--- config.mk ---
export PLATFORM = sky130hd
export DESIGN_NAME = fuzzy_speed_select
export DESIGN_NICKNAME = d
export VERILOG_FILES = /design/src/sv/fsel_pkg.sv /design/src/sv/fsel_div.sv /design/src/sv/fuzzy_speed_select.sv
export SDC_FILE = /design/constraint.sdc
export NUM_CORES = 2
export LEC_CHECK = 0
export BUFFER_PORTS_ARGS = -buffer_cell sky130_fd_sc_hd__buf_4
export CAP_MARGIN = 20
export CORE_UTILIZATION = 45
export CTS_CLUSTER_DIAMETER = 120
export CTS_CLUSTER_SIZE = 30
export DETAILED_ROUTE_END_ITERATION = 6
export HOLD_SLACK_MARGIN = 0.03
export SLEW_MARGIN = 20
export SYNTH_ARGS = -nofsm -noshare
export SYNTH_HDL_FRONTEND = slang
export SYNTH_SLANG_ARGS = --single-unit
--- constraint.sdc ---
create_clock -name clk -period 9.3 [get_ports clk]
set_input_delay 0.465 -clock clk [delete_from_list [all_inputs] [get_ports clk]]
set_output_delay 0.465 -clock clk [all_outputs]
set_load 0.05 [all_outputs]
--- src/sv/fsel_pkg.sv ---
// Shared constants, types and tables of the fuzzy speed selector.
`default_nettype none

package fsel_pkg;

	localparam int DEV_W    = 16;
	localparam int CTR_W    = 15;
	localparam int NUM_CTR  = 7;
	localparam int IDX_W    = 3;
	localparam int LVL_W    = 3;
	localparam int SEG_W    = 3;

	localparam int DEV_MAX  = 130;
	localparam int RATE_MAX = 65;
	localparam int SCL_MAX  = 100;
	localparam int SEG_NUM  = 6;
	localparam int SEG_STEP = 16;

	localparam int DCL_W    = 8;
	localparam int RCL_W    = 7;
	localparam int SCL_W    = 7;

	// Scaling by 100/130 and 100/65 is done as a multiply by a rounded-up
	// reciprocal of 13 and a right shift, exact over the clamped range.
	localparam int RECIP_SH = 16;
	localparam int RECIP13  = (2 ** RECIP_SH + 12) / 13;
	localparam int DEV_MUL  = 10 * RECIP13;
	localparam int RATE_MUL = 20 * RECIP13;
	localparam int SPROD_W  = 23;

	localparam int WGT_W    = 7;
	localparam int PROD_W   = WGT_W + CTR_W;
	localparam int NUM_W    = PROD_W + 2;
	localparam int DEN_W    = 9;
	localparam int QUO_W    = CTR_W;

	typedef logic [CTR_W-1:0] center_t;

	typedef struct packed {
		logic [NUM_W-1:0] num;
		logic [DEN_W-1:0] den;
	} div_req_t;

	localparam center_t CENTER_RESET [NUM_CTR] = '{
		15'd68, 15'd70, 15'd73, 15'd76, 15'd79, 15'd82, 15'd100
	};

	localparam logic [LVL_W-1:0] RULE_TBL [NUM_CTR][NUM_CTR] = '{
		'{3'd6, 3'd5, 3'd4, 3'd3, 3'd2, 3'd2, 3'd1},
		'{3'd5, 3'd5, 3'd4, 3'd3, 3'd2, 3'd1, 3'd1},
		'{3'd4, 3'd4, 3'd3, 3'd2, 3'd1, 3'd1, 3'd0},
		'{3'd3, 3'd3, 3'd2, 3'd2, 3'd1, 3'd0, 3'd0},
		'{3'd2, 3'd2, 3'd1, 3'd1, 3'd1, 3'd0, 3'd0},
		'{3'd2, 3'd1, 3'd1, 3'd0, 3'd0, 3'd0, 3'd0},
		'{3'd1, 3'd1, 3'd0, 3'd0, 3'd0, 3'd0, 3'd0}
	};

endpackage

`default_nettype wire

--- src/sv/fsel_div.sv ---
// Pipelined restoring divider, one quotient bit per stage.
`default_nettype none

module fsel_div (
	input  wire logic                     clk,
	input  wire logic                     arst_n,
	input  wire logic                     in_valid,
	output logic                          in_ready,
	input  wire fsel_pkg::div_req_t       in_req,
	output logic                          out_valid,
	input  wire logic                     out_ready,
	output logic [fsel_pkg::QUO_W-1:0]    out_quo
);
	import fsel_pkg::*;

	logic [QUO_W:0]   en;
	logic [QUO_W-1:0] vld_q;
	logic [NUM_W-1:0] rem_q  [QUO_W-1];
	logic [DEN_W-1:0] den_q  [QUO_W-1];
	logic [QUO_W-1:0] quo_q  [QUO_W];
	logic             zero_q [QUO_W];

	assign en[QUO_W] = out_ready;
	assign in_ready  = en[0];
	assign out_valid = vld_q[QUO_W-1];
	assign out_quo   = zero_q[QUO_W-1] ? '0 : quo_q[QUO_W-1];

	for (genvar i = 0; i < QUO_W; i++) begin : g_stage
		logic [NUM_W-1:0] rem_in;
		logic [DEN_W-1:0] den_in;
		logic [QUO_W-1:0] quo_in;
		logic             zero_in;
		logic             vld_in;
		logic [NUM_W:0]   dsh;
		logic             ge;

		assign en[i] = ~vld_q[i] | en[i+1];

		if (i == 0) begin : g_first
			assign rem_in  = in_req.num;
			assign den_in  = in_req.den;
			assign quo_in  = '0;
			assign zero_in = (in_req.den == '0);
			assign vld_in  = in_valid;
		end else begin : g_rest
			assign rem_in  = rem_q[i-1];
			assign den_in  = den_q[i-1];
			assign quo_in  = quo_q[i-1];
			assign zero_in = zero_q[i-1];
			assign vld_in  = vld_q[i-1];
		end

		assign dsh    = (NUM_W+1)'(den_in) << (QUO_W - 1 - i);
		assign ge     = ((NUM_W+1)'(rem_in) >= dsh);

		always_ff @(posedge clk or negedge arst_n) begin
			if (!arst_n) begin
				vld_q[i] <= 1'b0;
			end else if (en[i]) begin
				vld_q[i] <= vld_in;
			end
		end

		always_ff @(posedge clk) begin
			if (en[i]) begin
				quo_q[i]  <= {quo_in[QUO_W-2:0], ge};
				zero_q[i] <= zero_in;
			end
		end

		if (i < QUO_W - 1) begin : g_carry
			logic [NUM_W-1:0] rem_nx;

			assign rem_nx = ge ? (rem_in - dsh[NUM_W-1:0]) : rem_in;

			always_ff @(posedge clk) begin
				if (en[i]) begin
					rem_q[i] <= rem_nx;
					den_q[i] <= den_in;
				end
			end
		end
	end

endmodule

`default_nettype wire

--- src/sv/fuzzy_speed_select.sv ---
// Fuzzy speed selector: clamp, scale, membership, 7x7 rules, weighted average.
// Throughput: one beat per cycle while the output is not stalled; 8 front stages feed a 15-stage divider.
// A stalled output fills the pipeline; empty stages still take new beats.
// Reset empties the pipeline and loads the seven default speed centers.
`default_nettype none

module fuzzy_speed_select (
	input  wire logic                        clk,
	input  wire logic                        arst_n,
	input  wire logic                        s_axis_tvalid,
	output logic                             s_axis_tready,
	input  wire logic [31:0]                 s_axis_tdata,  // deviation, deviation_rate
	output logic                             m_axis_tvalid,
	input  wire logic                        m_axis_tready,
	output logic [15:0]                      m_axis_tdata,  // speed_value, zero pad
	input  wire logic                        cfg_valid,
	output logic                             cfg_ready,
	input  wire logic [fsel_pkg::IDX_W-1:0]  cfg_index,
	input  wire logic [fsel_pkg::CTR_W-1:0]  cfg_data
);
	import fsel_pkg::*;

	localparam int NF = 8;

	typedef struct packed {
		logic [SEG_W-1:0] seg;
		logic [SCL_W-1:0] m0;
	} memb_t;

	function automatic memb_t member(input logic [SCL_W-1:0] s);
		memb_t            r;
		logic [3:0]       t;
		logic [8:0]       m;
		t = 4'(5'd16 - {1'b0, s[3:0]});
		m = 9'(25 * t);
		if (s == '0) begin
			r.seg = SEG_W'(1);
			r.m0  = SCL_W'(SCL_MAX);
		end else if (s >= SCL_W'(SEG_NUM * SEG_STEP)) begin
			r.seg = SEG_W'(SEG_NUM);
			r.m0  = '0;
		end else begin
			r.seg = s[6:4] + SEG_W'(s[3:0] != 4'd0);
			r.m0  = m[8:2];
		end
		return r;
	endfunction

	center_t centers_q [NUM_CTR];

	logic [NF+1:1] en;
	logic [NF:1]   vld_q;

	logic [DEV_W-1:0] dev_in;
	logic [DEV_W-1:0] rate_in;

	logic [DCL_W-1:0] dc_s1;
	logic [RCL_W-1:0] rc_s1;
	logic [SPROD_W-1:0] dprod;
	logic [SPROD_W-1:0] rprod;
	logic [SCL_W-1:0] ps_s2;
	logic [SCL_W-1:0] ds_s2;
	memb_t            pm_s3;
	memb_t            dm_s3;
	logic [LVL_W-1:0] lvl_c  [4];
	logic [WGT_W-1:0] w_c    [4];
	logic [LVL_W-1:0] lvl_s4 [4];
	logic [WGT_W-1:0] w_s4   [4];
	logic [WGT_W-1:0] wl_c   [NUM_CTR];
	logic [DEN_W-1:0] den_c;
	logic [WGT_W-1:0] wl_s5  [NUM_CTR];
	logic [DEN_W-1:0] den_s5;
	logic [PROD_W-1:0] prod_s6 [NUM_CTR];
	logic [DEN_W-1:0] den_s6;
	logic [PROD_W:0]  psum_s7 [4];
	logic [DEN_W-1:0] den_s7;
	div_req_t         req_s8;

	logic             div_ready;
	logic [QUO_W-1:0] quo;

	assign cfg_ready = 1'b1;

	always_ff @(posedge clk or negedge arst_n) begin
		if (!arst_n) begin
			for (int i = 0; i < NUM_CTR; i++) begin
				centers_q[i] <= CENTER_RESET[i];
			end
		end else if (cfg_valid && cfg_ready && (cfg_index < IDX_W'(NUM_CTR))) begin
			centers_q[cfg_index] <= cfg_data;
		end
	end

	assign en[NF+1]      = div_ready;
	assign s_axis_tready = en[1];

	for (genvar k = 1; k <= NF; k++) begin : g_en
		logic vld_in;

		assign en[k] = ~vld_q[k] | en[k+1];

		if (k == 1) begin : g_first
			assign vld_in = s_axis_tvalid;
		end else begin : g_rest
			assign vld_in = vld_q[k-1];
		end

		always_ff @(posedge clk or negedge arst_n) begin
			if (!arst_n) begin
				vld_q[k] <= 1'b0;
			end else if (en[k]) begin
				vld_q[k] <= vld_in;
			end
		end
	end

	assign dev_in  = s_axis_tdata[15:0];
	assign rate_in = s_axis_tdata[31:16];

	always_ff @(posedge clk) begin
		if (en[1]) begin
			if (dev_in[DEV_W-1]) begin
				dc_s1 <= '0;
			end else if (dev_in > DEV_W'(DEV_MAX)) begin
				dc_s1 <= DCL_W'(DEV_MAX);
			end else begin
				dc_s1 <= dev_in[DCL_W-1:0];
			end
			if (rate_in[DEV_W-1]) begin
				rc_s1 <= '0;
			end else if (rate_in > DEV_W'(RATE_MAX)) begin
				rc_s1 <= RCL_W'(RATE_MAX);
			end else begin
				rc_s1 <= rate_in[RCL_W-1:0];
			end
		end
	end

	assign dprod = SPROD_W'(dc_s1) * SPROD_W'(DEV_MUL);
	assign rprod = SPROD_W'(rc_s1) * SPROD_W'(RATE_MUL);

	always_ff @(posedge clk) begin
		if (en[2]) begin
			ps_s2 <= dprod[RECIP_SH +: SCL_W];
			ds_s2 <= rprod[RECIP_SH +: SCL_W];
		end
	end

	always_ff @(posedge clk) begin
		if (en[3]) begin
			pm_s3 <= member(ps_s2);
			dm_s3 <= member(ds_s2);
		end
	end

	always_comb begin
		logic [SEG_W-1:0] pa;
		logic [SEG_W-1:0] da;
		logic [SCL_W-1:0] p1;
		logic [SCL_W-1:0] d1;
		pa = pm_s3.seg - SEG_W'(1);
		da = dm_s3.seg - SEG_W'(1);
		p1 = SCL_W'(SCL_MAX) - pm_s3.m0;
		d1 = SCL_W'(SCL_MAX) - dm_s3.m0;
		lvl_c[0] = RULE_TBL[pa][da];
		lvl_c[1] = RULE_TBL[pm_s3.seg][da];
		lvl_c[2] = RULE_TBL[pa][dm_s3.seg];
		lvl_c[3] = RULE_TBL[pm_s3.seg][dm_s3.seg];
		w_c[0] = (pm_s3.m0 < dm_s3.m0) ? pm_s3.m0 : dm_s3.m0;
		w_c[1] = (p1 < dm_s3.m0) ? p1 : dm_s3.m0;
		w_c[2] = (pm_s3.m0 < d1) ? pm_s3.m0 : d1;
		w_c[3] = (p1 < d1) ? p1 : d1;
		for (int a = 0; a < 3; a++) begin
			for (int b = a + 1; b < 4; b++) begin
				if (lvl_c[a] == lvl_c[b]) begin
					if (w_c[a] > w_c[b]) begin
						w_c[b] = '0;
					end else begin
						w_c[a] = '0;
					end
				end
			end
		end
	end

	always_ff @(posedge clk) begin
		if (en[4]) begin
			lvl_s4 <= lvl_c;
			w_s4   <= w_c;
		end
	end

	// After merging, each output level keeps at most one nonzero weight.
	always_comb begin
		den_c = '0;
		for (int l = 0; l < NUM_CTR; l++) begin
			wl_c[l] = '0;
			for (int k = 0; k < 4; k++) begin
				if (lvl_s4[k] == LVL_W'(l)) begin
					wl_c[l] = wl_c[l] | w_s4[k];
				end
			end
		end
		for (int k = 0; k < 4; k++) begin
			den_c = den_c + DEN_W'(w_s4[k]);
		end
	end

	always_ff @(posedge clk) begin
		if (en[5]) begin
			wl_s5  <= wl_c;
			den_s5 <= den_c;
		end
	end

	always_ff @(posedge clk) begin
		if (en[6]) begin
			for (int l = 0; l < NUM_CTR; l++) begin
				prod_s6[l] <= PROD_W'(wl_s5[l]) * PROD_W'(centers_q[l]);
			end
			den_s6 <= den_s5;
		end
	end

	always_ff @(posedge clk) begin
		if (en[7]) begin
			psum_s7[0] <= (PROD_W+1)'(prod_s6[0]) + (PROD_W+1)'(prod_s6[1]);
			psum_s7[1] <= (PROD_W+1)'(prod_s6[2]) + (PROD_W+1)'(prod_s6[3]);
			psum_s7[2] <= (PROD_W+1)'(prod_s6[4]) + (PROD_W+1)'(prod_s6[5]);
			psum_s7[3] <= (PROD_W+1)'(prod_s6[6]);
			den_s7     <= den_s6;
		end
	end

	always_ff @(posedge clk) begin
		if (en[8]) begin
			req_s8.num <= NUM_W'(psum_s7[0]) + NUM_W'(psum_s7[1])
			            + NUM_W'(psum_s7[2]) + NUM_W'(psum_s7[3]);
			req_s8.den <= den_s7;
		end
	end

	fsel_div u_div (
		.clk       (clk),
		.arst_n    (arst_n),
		.in_valid  (vld_q[NF]),
		.in_ready  (div_ready),
		.in_req    (req_s8),
		.out_valid (m_axis_tvalid),
		.out_ready (m_axis_tready),
		.out_quo   (quo)
	);

	assign m_axis_tdata = {1'b0, quo};

endmodule

`default_nettype wire
==> flow_summary.ini <==
[outcome]
outcome = complete, no violations

[sta]
tightest_slew_ps = 1070
rsz0062_at_grt = yes
fin_crit_sh = 0.999
finalSetupViolCount = 0
fin_skew_ps = 53.4
relSlewSlack = 0.288
drv_slew = 0
fin_crit_ps = 9290
holdWs_ps = 95.4
max_freq_mhz = 108
hold_viol = 0

[die]
row_count = 154
num_io_pins = 74
dieArea_um2 = 180000
die_h_um = 425
core_area_um2 = 177000
start_util = 0.455
die_w_um = 425

[worst_setup_path]
end_kind = flop
cp_data_required_time_ps = 9870
worst_path_most_repeated_cell = buf_4
critPathBufInv = 16
cp_top_family = compound AO/OA/AOI/OAI gates
cpPeakStageDelay_ps = 490
crit_slowest_cell = edfxtp_1
crit_fanout = 7
start_kind = flop
crit_type = reg -> reg
arrival_ps = 9860

[synthesis]
yosysWarnings = 0
syn_avg_cell_area_um2 = 11.3
async_flop_share = 0.110
synth.net_count = 8432
yosysUniqueCellTypes = 98
synthTopCellsByCount = edfxtp_1, nand2_1, inv_1
syn_area_um2 = 80400
synth_top_area_share = 0.389
ys_seq_area_frac = 0.429
synthCells = 7106
synth_edf_count = 1040
yosys-top-cells-area = edfxtp_1, fa_1, ha_1
yosysMostFrequentCell = edfxtp_1
synth_top_area_cell = edfxtp_1
ys_seq_elements = 1168
ys.flop_type = edfxtp_1

[cts]
tritoncts = built
max-clock-path-buffers = 3
cts_sinks = 1168
cts.clk_slew.worst_paths_ps = 110
htree_levels = 2
cts_buffers = 52
clk_latency_ps = 730
cts-root-buf = clkbuf_16

[cells_and_area]
fillCellCount = 15764
area_delta_synth_final_pct = 8.51
drive_gt1_frac = 0.0844
nNetsFinal = 8624
final_cells = 9683

[pwr]
p_leak_nw = 38.5
p_per_area_nw_per_um2 = 361
ir_worst_vdd_mv = 0.255

[global_route]
grtUsageMet1 = 0.273
grt.met3_usage = 0.0186
grt_pass1_wl_mm = 292
grt-ovfl-total = 0
use_met2 = 0.362
first_global_vias = 52597
antenna_found_initial = 10
grt_max_degree = 165
grt_usage = 0.205
grt-busiest-layer = met2

[flow_run]
drv_cap = 0

[placed_design]
dp.cells = 9518
hpwl_mm = 143
gp_congestion = 0.879
portBuffers = 71

[routing]
drt_first_pass_iters = 7
drc = 0
wl_per_cell_um = 19.0
viasPerCell = 5.37
ant_nets = 0
drt_iter0_drc = 3527
drt-total-wl_mm = 184
vias = 51975

[hold_path]
hold_class = in -> reg
## area by class of cell
type                    instances  area (um^2)  share of cell area
flip-flops and latches       1168        34500               0.395
multi-input cells            4991        42900               0.492
well taps                    2340         2930              0.0336
inverters                     822         3090              0.0354
repair buffers                263         2060              0.0236
diodes                          7         17.5            0.000201
clock inverters                20          378             0.00433
clock buffers                  72         1400              0.0160
## worst reg2reg max path, delay by kind of cell (launching register included)
| family | cells | cell delay (ps) |
|---|---|---|
| AOI/OAI and AO/OA | 24 | 3780 |
| and+or+nand+nor | 16 | 1480 |
| buffers and inverters | 16 | 2020 |
| DFF | 1 | 490 |
| adders and majority gates | 5 | 1380 |
## power breakdown
part	switching [W]	internal [W]	leakage [nW]
combinational	0.00982	0.00777	25.0
clock	0.00179	0.00117	0.840
sequential	0.00195	0.00894	12.6
## cells by family after synthesis
logic type | Yosys count | synth area share
DFF | 1168 | 0.429
other | 2 | 0.0000935
AOI/OAI and AO/OA | 1039 | 0.0845
muxes | 145 | 0.0204
xor gates and xnor gates | 417 | 0.0456
and+or+nand+nor | 2117 | 0.126
adders and majority gates | 1271 | 0.250
buffers and inverters | 947 | 0.0447
## worst paths after layout
check	start	end	slack, ps	cells past startpoint
min in group asynchronous	arst_n	centers_q[55]	280	2
setup / recovery	pm_s3[1]	w_s4[4]	7	61
max in group asynchronous	arst_n	centers_q[43]	7570	3
hold reg to reg	den_s6[1]	den_s7[1]	420	0
setup reg to reg	pm_s3[1]	w_s4[4]	7	61
hold / removal	s_axis_tdata[1]	dc_s1[1]	100	3
## registers in the layout, indices dropped and copies added (netlist names), 7 cells and up
| register | count |
|---|---|
| w_s4 | 28 |
| dm_s3 | 10 |
| prod_s6 | 154 |
| g_en.vld_in | 7 |
| den_s7 | 9 |
| req_s8 | 33 |
| rc_s1 | 7 |
| u_div.g_stage.vld_in | 14 |
| centers_q | 105 |
| psum_s7 | 91 |
| ds_s2 | 7 |
| den_s6 | 9 |
| u_div.quo_q | 120 |
| ps_s2 | 7 |
| den_s5 | 9 |
| lvl_s4 | 12 |
| u_div.den_q | 126 |
| dc_s1 | 8 |
| pm_s3 | 10 |
| u_div.zero_q | 15 |
| wl_s5 | 49 |
| u_div.rem_q | 336 |
## cell usage in the layout, fill, tap and decap left out, types with 20 or more instances in the layout
cell type	instances
a31oi_1	23
mux2i_1	22
o21ai_0	205
clkbuf_16	52
xnor2_1	278
ha_1	700
nor3_1	122
o31ai_1	40
nor2_1	356
edfxtp_1	1040
nor2b_1	85
dfrtp_1	106
nand4_1	38
nand3_1	81
nand2_1	871
dfstp_2	22
xor2_1	135
or3_1	29
o21bai_1	25
nor4_1	59
a21o_1	100
mux2_2	120
a21oi_1	266
and3_1	20
inv_1	814
a22oi_1	86
or2_2	28
and2_1	225
nand2b_1	74
o21a_1	49
fa_1	561
a21boi_0	47
buf_4	238
## through the flow
step                setup slack, ps  setup TNS, ps  total power, W  utilization  cell area (um^2)
global route                   -582          -7790          0.0342        0.493             87200
floorplan                      28.7              0          0.0225            -             80400
finish                         7.11              0          0.0314        0.493             87200
CTS                           -35.8           -155          0.0314        0.492             86900
global placement               -603          -7890          0.0276        0.478             84400
detailed placement             -540          -7230          0.0278        0.478             84400
## metal layers
metal  up-vias  wire (um)
li1      24897          -
met1     25883      81700
met2       989      91700
met3       206       7140
met4         0       3620
met5         -          0
## what timing repair did
action                     CTS  global route
buffers inserted            41            10
hold endpoints to repair    65             0
pin swaps                   37            19
gates cloned                 0             0
setup endpoints to repair   14            14
hold buffers                14             0
gates resized for setup     56            41
Power figures use the tool's default switching activity.
